$ cat src/hdl/sld_pkg.sv
// sld_pkg: shared types and constants of the sync/length/XOR packet deframer.
// No dependencies.
`timescale 1ns / 1ps

package sld_pkg;

    // Configuration register indexes
    localparam int CFG_IDX_W = 3;
    localparam logic [CFG_IDX_W-1:0] CFG_SYNC  = 3'd0;
    localparam logic [CFG_IDX_W-1:0] CFG_MASK0 = 3'd1;
    localparam logic [CFG_IDX_W-1:0] CFG_MASK1 = 3'd2;
    localparam logic [CFG_IDX_W-1:0] CFG_MASK2 = 3'd3;
    localparam logic [CFG_IDX_W-1:0] CFG_MASK3 = 3'd4;

    localparam logic [7:0] SYNC_RESET = 8'hAA;
    // Shortest legal frame: sync, length, id, checksum
    localparam logic [7:0] LEN_MIN    = 8'd4;
    // Offset from a payload index to its frame length when it is the final byte
    localparam logic [7:0] LAST_OFS   = 8'd5;
    // Frame position of the first payload byte
    localparam logic [7:0] BODY_START = 8'd3;

    typedef struct packed {
        logic [7:0]   sync_value;
        logic [255:0] id_mask;
    } t_cfg;

    typedef enum logic [1:0] {
        CMP_EQ,
        CMP_RANGE,
        CMP_LT
    } t_cmp_op;

endpackage

$ cat src/hdl/sld_cmp_unit.sv
// sld_cmp_unit: the shared 8-bit compare unit of the deframer sequencer.
// Depends on sld_pkg.
`timescale 1ns / 1ps

module sld_cmp_unit (
    input  sld_pkg::t_cmp_op i_op,
    input  logic [7:0]       i_a,
    input  logic [7:0]       i_b,
    output logic             o_hit
);

    // Pick one comparison per cycle
    always_comb begin
        case (i_op)
            sld_pkg::CMP_EQ:    o_hit = (i_a == i_b);
            sld_pkg::CMP_RANGE: o_hit = (i_a >= sld_pkg::LEN_MIN) && (i_a <= i_b);
            sld_pkg::CMP_LT:    o_hit = (i_a < i_b);
            default:            o_hit = 1'b0;
        endcase
    end

endmodule

$ cat src/hdl/sld_cfg_regs.sv
// sld_cfg_regs: sync byte and command id mask registers of the deframer.
// Depends on sld_pkg.
`timescale 1ns / 1ps

module sld_cfg_regs (
    input  logic                           i_clk,
    input  logic                           i_rst_n,
    input  logic                           i_wr_valid,
    input  logic [sld_pkg::CFG_IDX_W-1:0]  i_wr_index,
    input  logic [63:0]                    i_wr_data,
    output sld_pkg::t_cfg                  o_cfg
);

    logic [7:0]   r_sync;
    logic [255:0] r_mask;

    // Write one register per word; unknown indexes are dropped
    always_ff @(posedge i_clk) begin
        if (!i_rst_n) begin
            r_sync <= sld_pkg::SYNC_RESET;
            r_mask <= '0;
        end else if (i_wr_valid) begin
            case (i_wr_index)
                sld_pkg::CFG_SYNC:  r_sync          <= i_wr_data[7:0];
                sld_pkg::CFG_MASK0: r_mask[63:0]    <= i_wr_data;
                sld_pkg::CFG_MASK1: r_mask[127:64]  <= i_wr_data;
                sld_pkg::CFG_MASK2: r_mask[191:128] <= i_wr_data;
                sld_pkg::CFG_MASK3: r_mask[255:192] <= i_wr_data;
                default: ;
            endcase
        end
    end

    assign o_cfg.sync_value = r_sync;
    assign o_cfg.id_mask    = r_mask;

endmodule

$ cat src/hdl/sld_payload_mem.sv
// sld_payload_mem: payload byte store, one write port and one registered read port.
// No dependencies.
`timescale 1ns / 1ps

module sld_payload_mem #(
    parameter int DEPTH  = 60,
    parameter int ADDR_W = 6
) (
    input  logic              i_clk,
    input  logic              i_we,
    input  logic [ADDR_W-1:0] i_waddr,
    input  logic [7:0]        i_wdata,
    input  logic              i_re,
    input  logic [ADDR_W-1:0] i_raddr,
    output logic [7:0]        o_rdata
);

    logic [7:0] r_mem [DEPTH];
    logic [7:0] r_rdata;

    // Store incoming payload bytes
    always_ff @(posedge i_clk) begin
        if (i_we) begin
            r_mem[i_waddr] <= i_wdata;
        end
    end

    // Register the read word
    always_ff @(posedge i_clk) begin
        if (i_re) begin
            r_rdata <= r_mem[i_raddr];
        end
    end

    assign o_rdata = r_rdata;

endmodule

$ cat src/hdl/sync_length_xor_packet_deframer.sv
// sync_length_xor_packet_deframer: top level, byte sequencer and result register.
// Depends on sld_pkg, sld_cmp_unit, sld_cfg_regs and sld_payload_mem.
`timescale 1ns / 1ps

// Receives frames of sync, total length, command id, payload and XOR checksum,
// one byte per word on the slave stream, and delivers the payload of each good
// frame on the master stream: tdata holds command_id then payload_byte, tuser
// flags a valid payload byte (low only for an empty-payload frame), tlast marks
// the final word of the frame. Bad sync, length or id bytes and checksum
// mismatches deliver nothing and restart the sync hunt.
// Sequence: each byte is accepted, then evaluated; the checksum byte takes an
// extra step, since the shared compare unit first tests the position, then the checksum.
// A good frame then plays out word by word (store read, present) when the
// receiver is ready; the first word follows the checksum check through a store
// read, which an empty-payload frame does not need.
// One compare unit serves the sync, length, position, checksum and last-word tests,
// so the sequencer does one test per cycle, and tready stays low through evaluation and playout.
// If the receiver stalls, the word holds on the master port until taken.
// Reset empties the sequencer, sets sync to 0xAA and clears all id masks; the
// payload store needs no clearing. Configuration writes are always taken.

module sync_length_xor_packet_deframer #(
    parameter int MAX_FRAME_BYTES = 64
) (
    input  logic        i_clk,
    input  logic        i_rst_n,
    // slave stream: tdata = rx_byte[7:0]
    input  logic        i_s_axis_tvalid,
    output logic        o_s_axis_tready,
    input  logic [7:0]  i_s_axis_tdata,
    // master stream: tdata = command_id[7:0], payload_byte[15:8]
    output logic        o_m_axis_tvalid,
    input  logic        i_m_axis_tready,
    output logic [15:0] o_m_axis_tdata,
    // tuser = has_byte[0]
    output logic        o_m_axis_tuser,
    output logic        o_m_axis_tlast,
    // configuration write channel
    input  logic        i_cfg_valid,
    output logic        o_cfg_ready,
    input  logic [sld_pkg::CFG_IDX_W-1:0] i_cfg_index,
    input  logic [63:0] i_cfg_data
);

    localparam int STORE_DEPTH = MAX_FRAME_BYTES - 4;
    localparam int ADDR_W      = (STORE_DEPTH > 1) ? $clog2(STORE_DEPTH) : 1;
    localparam logic [7:0] MAX_LEN = 8'(MAX_FRAME_BYTES);

    typedef enum logic [2:0] {
        S_IDLE,
        S_EVAL,
        S_CHECK,
        S_RD_ADDR,
        S_SHOW
    } t_state;

    typedef enum logic [1:0] {
        PH_HUNT,
        PH_LEN,
        PH_ID,
        PH_BODY
    } t_phase;

    t_state            r_state;
    t_phase            r_phase;
    logic [7:0]        r_rx;
    logic [7:0]        r_cnt;
    logic [7:0]        r_len;
    logic [7:0]        r_id;
    logic [7:0]        r_xor;
    logic [ADDR_W-1:0] r_rd_idx;
    logic              r_out_has;
    logic              r_out_last;

    sld_pkg::t_cfg     w_cfg;
    sld_pkg::t_cmp_op  w_op;
    logic [7:0]        w_a;
    logic [7:0]        w_b;
    logic              w_hit;
    logic              w_id_ok;
    logic              w_take;
    logic              w_resync;
    logic              w_we;
    logic              w_re;
    logic [7:0]        w_pos;
    logic [7:0]        w_rdata;

    sld_cfg_regs u_cfg (
        .i_clk      (i_clk),
        .i_rst_n    (i_rst_n),
        .i_wr_valid (i_cfg_valid),
        .i_wr_index (i_cfg_index),
        .i_wr_data  (i_cfg_data),
        .o_cfg      (w_cfg)
    );

    sld_cmp_unit u_cmp (
        .i_op  (w_op),
        .i_a   (w_a),
        .i_b   (w_b),
        .o_hit (w_hit)
    );

    sld_payload_mem #(
        .DEPTH  (STORE_DEPTH),
        .ADDR_W (ADDR_W)
    ) u_mem (
        .i_clk   (i_clk),
        .i_we    (w_we),
        .i_waddr (w_pos[ADDR_W-1:0]),
        .i_wdata (r_rx),
        .i_re    (w_re),
        .i_raddr (r_rd_idx),
        .o_rdata (w_rdata)
    );

    // Steer the shared compare unit for the current step
    always_comb begin
        w_op = sld_pkg::CMP_EQ;
        w_a  = r_rx;
        w_b  = w_cfg.sync_value;
        case (r_state)
            S_EVAL: begin
                case (r_phase)
                    PH_LEN: begin
                        w_op = sld_pkg::CMP_RANGE;
                        w_b  = MAX_LEN;
                    end
                    PH_BODY: begin
                        w_op = sld_pkg::CMP_LT;
                        w_a  = r_cnt + 8'd1;
                        w_b  = r_len;
                    end
                    default: ;
                endcase
            end
            S_CHECK: begin
                w_b = r_xor;
            end
            S_RD_ADDR: begin
                w_a = 8'(r_rd_idx) + sld_pkg::LAST_OFS;
                w_b = r_len;
            end
            default: ;
        endcase
    end

    assign w_id_ok = w_cfg.id_mask[r_rx];
    assign w_pos   = r_cnt - sld_pkg::BODY_START;

    // Fold a good byte into the frame, or drop the frame and hunt again
    always_comb begin
        w_take   = 1'b0;
        w_resync = 1'b0;
        if (r_state == S_EVAL) begin
            case (r_phase)
                PH_HUNT: w_take = w_hit;
                PH_LEN: begin
                    w_take   = w_hit;
                    w_resync = !w_hit;
                end
                PH_ID: begin
                    w_take   = w_id_ok;
                    w_resync = !w_id_ok;
                end
                PH_BODY: w_take = w_hit;
                default: ;
            endcase
        end else if (r_state == S_CHECK) begin
            w_resync = !w_hit;
        end else if (r_state == S_SHOW) begin
            w_resync = i_m_axis_tready && r_out_last;
        end
    end

    assign w_we = (r_state == S_EVAL) && (r_phase == PH_BODY) && w_hit;
    assign w_re = (r_state == S_RD_ADDR);

    // Sequencer and result register
    always_ff @(posedge i_clk) begin
        if (!i_rst_n) begin
            r_state    <= S_IDLE;
            r_phase    <= PH_HUNT;
            r_cnt      <= '0;
            r_len      <= '0;
            r_id       <= '0;
            r_xor      <= '0;
            r_rd_idx   <= '0;
            r_out_has  <= 1'b0;
            r_out_last <= 1'b0;
        end else begin
            case (r_state)
                S_IDLE: begin
                    if (i_s_axis_tvalid) begin
                        r_rx    <= i_s_axis_tdata;
                        r_state <= S_EVAL;
                    end
                end
                S_EVAL: begin
                    r_state <= S_IDLE;
                    case (r_phase)
                        PH_HUNT: begin
                            if (w_hit) begin
                                r_phase <= PH_LEN;
                            end
                        end
                        PH_LEN: begin
                            if (w_hit) begin
                                r_len   <= r_rx;
                                r_phase <= PH_ID;
                            end
                        end
                        PH_ID: begin
                            if (w_id_ok) begin
                                r_id    <= r_rx;
                                r_phase <= PH_BODY;
                            end
                        end
                        PH_BODY: begin
                            if (!w_hit) begin
                                r_state <= S_CHECK;
                            end
                        end
                        default: ;
                    endcase
                end
                S_CHECK: begin
                    r_rd_idx <= '0;
                    if (!w_hit) begin
                        r_state <= S_IDLE;
                    end else if (r_len == sld_pkg::LEN_MIN) begin
                        r_out_has  <= 1'b0;
                        r_out_last <= 1'b1;
                        r_state    <= S_SHOW;
                    end else begin
                        r_state <= S_RD_ADDR;
                    end
                end
                S_RD_ADDR: begin
                    r_out_has  <= 1'b1;
                    r_out_last <= w_hit;
                    r_state    <= S_SHOW;
                end
                S_SHOW: begin
                    if (i_m_axis_tready) begin
                        if (r_out_last) begin
                            r_state <= S_IDLE;
                        end else begin
                            r_rd_idx <= r_rd_idx + ADDR_W'(1);
                            r_state  <= S_RD_ADDR;
                        end
                    end
                end
                default: r_state <= S_IDLE;
            endcase

            // Advance the checksum and byte count
            if (w_take) begin
                r_xor <= r_xor ^ r_rx;
                r_cnt <= r_cnt + 8'd1;
            end

            // Drop the frame and return to the sync hunt
            if (w_resync) begin
                r_phase <= PH_HUNT;
                r_cnt   <= '0;
                r_len   <= '0;
                r_id    <= '0;
                r_xor   <= '0;
            end
        end
    end

    assign o_s_axis_tready = (r_state == S_IDLE);
    assign o_m_axis_tvalid = (r_state == S_SHOW);
    assign o_m_axis_tdata  = {(r_out_has ? w_rdata : 8'd0), r_id};
    assign o_m_axis_tuser  = r_out_has;
    assign o_m_axis_tlast  = r_out_last;
    assign o_cfg_ready     = 1'b1;

endmodule

$ cat config.mk
export PLATFORM = sky130hd
export DESIGN_NAME = sync_length_xor_packet_deframer
export DESIGN_NICKNAME = d
export VERILOG_FILES = /design/src/hdl/sld_pkg.sv /design/src/hdl/sld_cmp_unit.sv /design/src/hdl/sld_cfg_regs.sv /design/src/hdl/sld_payload_mem.sv /design/src/hdl/sync_length_xor_packet_deframer.sv
export SDC_FILE = /design/constraint.sdc
export NUM_CORES = 1
export LEC_CHECK = 0
export BUFFER_PORTS_ARGS = -buffer_cell sky130_fd_sc_hd__buf_2
export CORE_MARGIN = 2
export CORE_UTILIZATION = 55
export CTS_BUF_LIST = sky130_fd_sc_hd__clkbuf_2 sky130_fd_sc_hd__clkbuf_4 sky130_fd_sc_hd__clkbuf_8
export CTS_CLUSTER_SIZE = 25
export DETAILED_ROUTE_END_ITERATION = 7
export HOLD_SLACK_MARGIN = 0.02
export PLACE_DENSITY = 0.81
export SLEW_MARGIN = 5
export SYNTH_ARGS = -nofsm -noshare
export SYNTH_HDL_FRONTEND = slang
export SYNTH_SLANG_ARGS = --single-unit
export TNS_END_PERCENT = 10
$ cat constraint.sdc
create_clock -name i_clk -period 9.3 [get_ports i_clk]
set_clock_uncertainty 0.1 [all_clocks]
set_input_delay 0.465 -clock i_clk [delete_from_list [all_inputs] [get_ports i_clk]]
set_output_delay 0.465 -clock i_clk [all_outputs]
set_load 0.02 [all_outputs]
==> results of run 1 <==
layer usage:
layer  share of wire  track usage  vias up
met4           0.033      0.09924        2
met2            0.49       0.4623     1334
met5         0.00018            0        -
met3           0.091      0.05132      202
li1                -            -     9823
met1            0.38       0.3664    11240
report_power, final:
group          switching, W  internal, W
logic              0.000168    0.0000982
registers         0.0000150      0.00380
clock network       0.00138      0.00157
cell usage in the layout (no fill, tap or decap), types with 5 or more instances in the layout:
cell,instances
nand2b_1,5
dlygate4sd3_1,73
o21a_1,6
o22ai_1,6
nand3_1,29
ha_1,16
a21boi_0,262
a311oi_1,5
inv_1,19
clkinv_1,28
a211oi_1,6
xor2_1,5
mux4_2,196
a21oi_1,16
o21ai_0,27
a222oi_1,7
nor2b_1,11
a21oi_2,11
clkinv_2,12
buf_4,26
and2_1,19
nor3_1,15
buf_2,98
clkbuf_8,132
edfxtp_1,496
or2_2,5
mux4_1,9
o31ai_1,15
or3_1,6
a22oi_1,11
a31oi_1,7
nor2_1,111
or4_1,14
nand2_1,590
dfxtp_1,305
nand4_1,8
clkbuf_4,34
mux2i_1,57
kinds of logic (layout without fill, tap and decap cells):
group / after synthesis / count (layout) / share of synthesized area
AO/OA/AOI/OAI: 420 / 420 / 0.09181
XOR/XNOR: 9 / 9 / 0.002300
adder cells (fa/ha/maj): 16 / 16 / 0.005843
buffers and inverters: 197 / 441 / 0.02768
flip-flops: 805 / 805 / 0.6152
multiplexers: 266 / 266 / 0.1537
other: 1 / 5 / 0.0001094
AND/OR/NAND/NOR: 845 / 845 / 0.1033
how the worst min path moves through the flow:
stage | start | end | slack [ns] | cells past startpoint
2_1_floorplan | u_cfg.r_mask[17] | u_cfg.r_mask[17] | 0.34 | 2
3_3_place_gp | u_cfg.r_mask[92] | u_cfg.r_mask[92] | 0.35 | 2
3_5_place_dp | u_cfg.r_mask[111] | u_cfg.r_mask[111] | 0.36 | 2
4_1_cts | i_m_axis_tready | r_state[2] | 0.04 | 3
5_1_grt | i_m_axis_tready | r_state[2] | 0.07 | 3
6_report | i_s_axis_tvalid | r_state[0] | 0.11 | 4
worst max-delay path, delay by kind of cell (launching register included):
family / cells / cell delay, ns
flops: 1 / 0.49
buf+inv: 1 / 0.51
simple gates: 6 / 3.39
fa+ha+maj: 1 / 0.29
compound gates: 5 / 1.14
through the flow:
stage | hold WS [ns] | power, W | std cells
after floorplan | 0.3386 | 0.004029 | 2559
after global placement | 0.3477 | 0.004116 | 3346
after detailed placement | 0.3571 | 0.004124 | 3346
after CTS | 0.03725 | 0.007044 | 3640
after global routing | 0.07073 | 0.007212 | 3643
final | 0.1074 | 0.007030 | 3644
flip-flops by register name, indices dropped and copies added, names as in the netlist, 6 cells and up:
signal	cells
r_rx	8
r_cnt	8
r_rd_idx	6
r_len	8
u_cfg.r_mask	256
u_cfg.r_sync	8
u_mem.r_mem	480
u_mem.o_rdata	8
r_id	8
r_xor	8
final cells by class:
class | count | area (um2)
clock buffers | 166 | 2072
clock inverters | 55 | 411.6
well taps | 837 | 1047
diodes | 4 | 10.01
inverters | 20 | 75.07
fillers | 4402 | 23160
flip-flops and latches | 805 | 21090
multi-input cells | 1557 | 12260
repair buffers | 200 | 1468
repair_timing:
item                                   4_1_cts  5_1_grt
buffers inserted                             0        0
hold buffers                                73        0
endpoints found under the hold margin      272        0
==> impl_metrics.yaml, run 1 <==
sta:
  rsz0062_at_grt: "no"
  slew_headroom: 0.1879
  finalHoldViolCount: 0
  drv_slew: 0
  min_period_ns: 6.326
  clock.fmax_mhz: 158.1
  timing.final.ws_setup_ns: 2.974
  final-setup-viol-count: 0
  tns_ns: 0
  final.period_utilization: 0.6802
  worstMarginPinSlew_ns: 1.218
finish:
  nets: 2800
  synthToLayoutAreaGrowth_pct: 12.18
  finalInstanceArea_mm2: 0.03844
  fin_util: 0.6240
  drive_gt1_frac: 0.1998
logic_synthesis:
  synth_area_mm2: 0.03426
  synth_seq_cells: 805
  synth_common_cells: "590 x nand2_1, 496 x edfxtp_1, 309 x dfxtp_1"
  synth.most_common_cell: "nand2_1"
  synth_area_per_cell_um2: 13.39
  synth_cells: 2559
  synth_area_leaders: "edfxtp_1 43%, dfxtp_1 18%, mux4_2 13%, nand2_1 6.5%, a21boi_0 5.7%"
  netlist.area_leader.share: 0.4347
  ys_seq_area_frac: 0.6152
  yosys_warnings: 0
  synth_edf_count: 496
  syn-num-nets: 2655
  synth_cell_types: 82
  synth_top_cell_by_area: "edfxtp_1"
  synth-main-ff-cell: "edfxtp_1"
  synthArstFlopShare: 0
routing:
  viasPerCell: 6.202
  ant_nets: 0
  first_pass_iters: 6
  drt_iter0_drc: 2443
  vias: 22600
  drc: 0
  routedWlPerCell_um: 24.43
  drt-total-wl_um: 89030
placement:
  dpl_cell_area_mm2: 0.03521
  io_buffer_count: 99
  place_congestion: 0.9078
  dp.final_hpwl_um: 54020
  preCtsSetupSlack_ns: 3.076
global_route:
  grt-ovfl-total: 0
  grt_pass1_vias: 22470
  antenna_found_initial: 4
  track_usage: 0.2774
  grt_max_degree: 143
  grt_first_pass_wirelength_um: 134600
pwr:
  power.leakage_nw: 12.34
  power_density_mw_per_mm2: 182.9
  ir_worst_vdd_v: 0.0001224
cts:
  clk_pin_slew_ns: 0.06
  clk_path_buf_depth: 3
  cts_tree: "built"
  cts_buffers: 120
  clock_latency_ns: 0.75
  htree_num_levels: 3
  cts_resized: 0
  numClockSinks: 805
  cts_root_buffer: "clkbuf_8"
critical_path:
  timing.rr.end: "u_mem.r_mem[51][2]"
  critPathMaxStageDelay_ns: 0.89
  cp-end-kind: "register"
  reg2reg_depth: 13
  r2r_setup_slack_ns: 2.97
  setup.worst_path.end: "u_mem.r_mem[51][2]"
  crit_chain: "nor2b_1 -> nand2_1 -> inv_1 -> o21ai_0 -> and2_1 -> ha_1 -> a31o_2 -> a21o_1 -> o32ai_1 -> a21boi_1 -> nor4b_1 -> nand3_1 -> nor2_1"
  r2r-start: "r_state[0]"
  crit_required_ns: 9.55
  startpoint_type: "register"
  critical_path_arrival_ns: 6.57
  worstPathMaxFanout: 14
  crit_start: "r_state[0]"
  critPathSlowestCell: "nor4b_1"
  crit_type: "register to register"
die:
  num_rows: 91
  chipWidth_um: 253.6
  num_io_pins: 101
  start_util: 0.5562
  core-area_mm2: 0.06160
  die_h_um: 253.6
  die-area_mm2: 0.06431
run:
  cap_violations: 0
status:
  status: "complete, no violations"
hold_path:
  worstHoldPathType: "primary input to register"
Power figures use the tool's default switching activity.
==> run 2, diff against run 1 <==
Settings changed: PLACE_DENSITY 0.81 to 0.84.
Clock period 9.3 ns to 5.5 ns, I/O delays scaled along.
==> run 2 against run 1 <==
Effect of this change:
- total power grew 72%
- the flow now finishes with violations (design-rule violations)
- critical path type unchanged
- core utilization grew 0.72 points
- routed wire length grew 0.99%
==> impl_metrics.yaml, run 2 (synthesis gave the netlist of run 1 again) <==
pwr:
  power.leakage_nw: 12.60
  power_density_mw_per_mm2: 311.7
  ir_worst_vdd_v: 0.0002494
finish:
  top_register: "u_mem.r_mem"
  fin_util: 0.6311
  final.fill_count: 4184
  layoutNonFillerInstCount: 3678
  drive_gt1_frac: 0.2135
  top_regs: "u_mem.r_mem x480, u_cfg.r_mask x256"
  nets: 2833
  largest_reg_flops: 480
  mostFrequentLayoutCells: "590 x nand2_1, 496 x edfxtp_1, 305 x dfxtp_1"
  mostFrequentLayoutCell: "nand2_1"
  finalInstanceArea_mm2: 0.03888
  synthToLayoutAreaGrowth_pct: 13.47
critical_path:
  timing.rr.end: "u_mem.r_mem[7][2]"
  crit_chain: "nor2b_1 -> a21boi_2 -> o32a_1 -> and2_1 -> ha_1 -> a31o_2 -> a21o_1 -> o32ai_1 -> a21boi_1 -> nor4b_1 -> buf_4 -> nand3_1 -> nor2_1"
  critPathSlowestCell: "nor2_1"
  r2r-start: "r_state[0]"
  crit_required_ns: 5.77
  critPathMaxStageDelay_ns: 0.78
  critical-path-top-delay-family: "simple AND/OR/NAND/NOR gates"
  worstPathMaxFanout: 10
  critical_path_arrival_ns: 5.72
  crit_type: "register to register"
  reg2reg_depth: 13
  r2r_setup_slack_ns: 0.05
  cp-end-kind: "register"
  path_buf_inv: 1
  startpoint_type: "register"
routing:
  ant_nets: 0
  drt_iter0_drc: 2655
  viasPerCell: 6.303
  first_pass_iters: 8
  drt-total-wl_um: 89910
  drc: 3
  routedWlPerCell_um: 24.44
  vias: 23180
cts:
  cts_tree: "built"
  numClockSinks: 805
  clk_pin_slew_ns: 0.07
  clock_latency_ns: 0.76
  cts_root_buffer: "clkbuf_8"
  cts_buffers: 118
  htree_num_levels: 3
  clk_path_buf_depth: 3
sta:
  timing.final.ws_setup_ns: 0.05190
  drv_slew: 0
  final.period_utilization: 0.9906
  worstMarginPinSlew_ns: 1.237
  finalHoldViolCount: 0
  slew_headroom: 0.1753
  rsz0062_at_grt: "yes"
  clock.fmax_mhz: 183.6
  final-setup-viol-count: 0
  min_period_ns: 5.448
  whs_ns: 0.1414
global_route:
  grt_first_pass_wirelength_um: 137200
  grt_pass1_vias: 22870
  grt-ovfl-total: 0
  antenna_found_initial: 4
  track_usage: 0.2814
  grt_max_degree: 151
placement:
  io_buffer_count: 99
  dp.final_hpwl_um: 55020
  place_congestion: 0.9296
  place_inst: 3376
  dpl_cell_area_mm2: 0.03549
  preCtsSetupSlack_ns: 0.2168
die:
  num_rows: 91
  die-area_mm2: 0.06431
  core-area_mm2: 0.06160
  num_io_pins: 101
  chipWidth_um: 253.6
  die_h_um: 253.6
  start_util: 0.5562
status:
  violations: "design-rule violations"
  status: "finished, violations left"
hold_path:
  whs_path_depth: 2
  holdCritStartpoint: "i_s_axis_tdata[4]"
  worstHoldPathType: "primary input to register"
  min_to: "r_rx[4]"
run:
  cap_violations: 0
-- run 2: area by class of cell --
cell class / count / area [um2] / share of cell area
diodes: 3 / 7.507 / 0.0001931
clock buffers: 166 / 2047 / 0.05265
clock inverters: 55 / 538.0 / 0.01384
inverters: 20 / 75.07 / 0.001931
multi-input cells: 1557 / 12280 / 0.3158
flip-flops and latches: 805 / 21090 / 0.5425
well taps: 837 / 1047 / 0.02694
repair buffers: 235 / 1793 / 0.04612
-- run 2: how the worst max path moves through the flow --
stage               cells past startpoint                 end        from
detailed placement                     13  u_mem.r_mem[23][3]  r_state[0]
global route                           13  u_mem.r_mem[23][6]  r_state[0]
floorplan                              14  u_mem.r_mem[59][0]     r_rx[1]
global placement                       13   u_mem.r_mem[7][3]  r_state[0]
CTS                                    13  u_mem.r_mem[23][6]  r_state[0]
finish                                 13   u_mem.r_mem[7][2]  r_state[0]
-- run 2: what timing repair did --
action	4_1_cts	5_1_grt
setup endpoints to repair	0	132
setup buffers	0	0
hold buffers	78	0
gates resized for setup	0	7
hold endpoints to repair	282	0
-- run 2: worst reg2reg max path, delay by kind of cell, from the launching register on --
kind / cells / cell delay, ns
buf+inv: 1 / 0.20
fa+ha+maj: 1 / 0.26
compound gates: 6 / 1.71
simple gates: 5 / 2.30
flops: 1 / 0.51
-- run 2: metal layers --
layer / GRT usage / vias up / share of wire
li1: - / 9894 / -
met1: 0.3689 / 11470 / 0.37
met2: 0.4680 / 1560 / 0.49
met3: 0.05265 / 253 / 0.098
met4: 0.1082 / 4 / 0.038
met5: 0 / - / 0.00026
-- run 2: power by group --
part / internal (W) / switching, W
Combinational: 0.000173 / 0.000278
Clock: 0.00286 / 0.00235
Sequential: 0.00642 / 0.0000335
-- run 2: stage by stage --
stage,TNS (ns),power [W]
after floorplan,0,0.006812
after global placement,0,0.006958
after detailed placement,0,0.006977
after CTS,0,0.01215
after global routing,-7.542,0.01244
final,0,0.01212
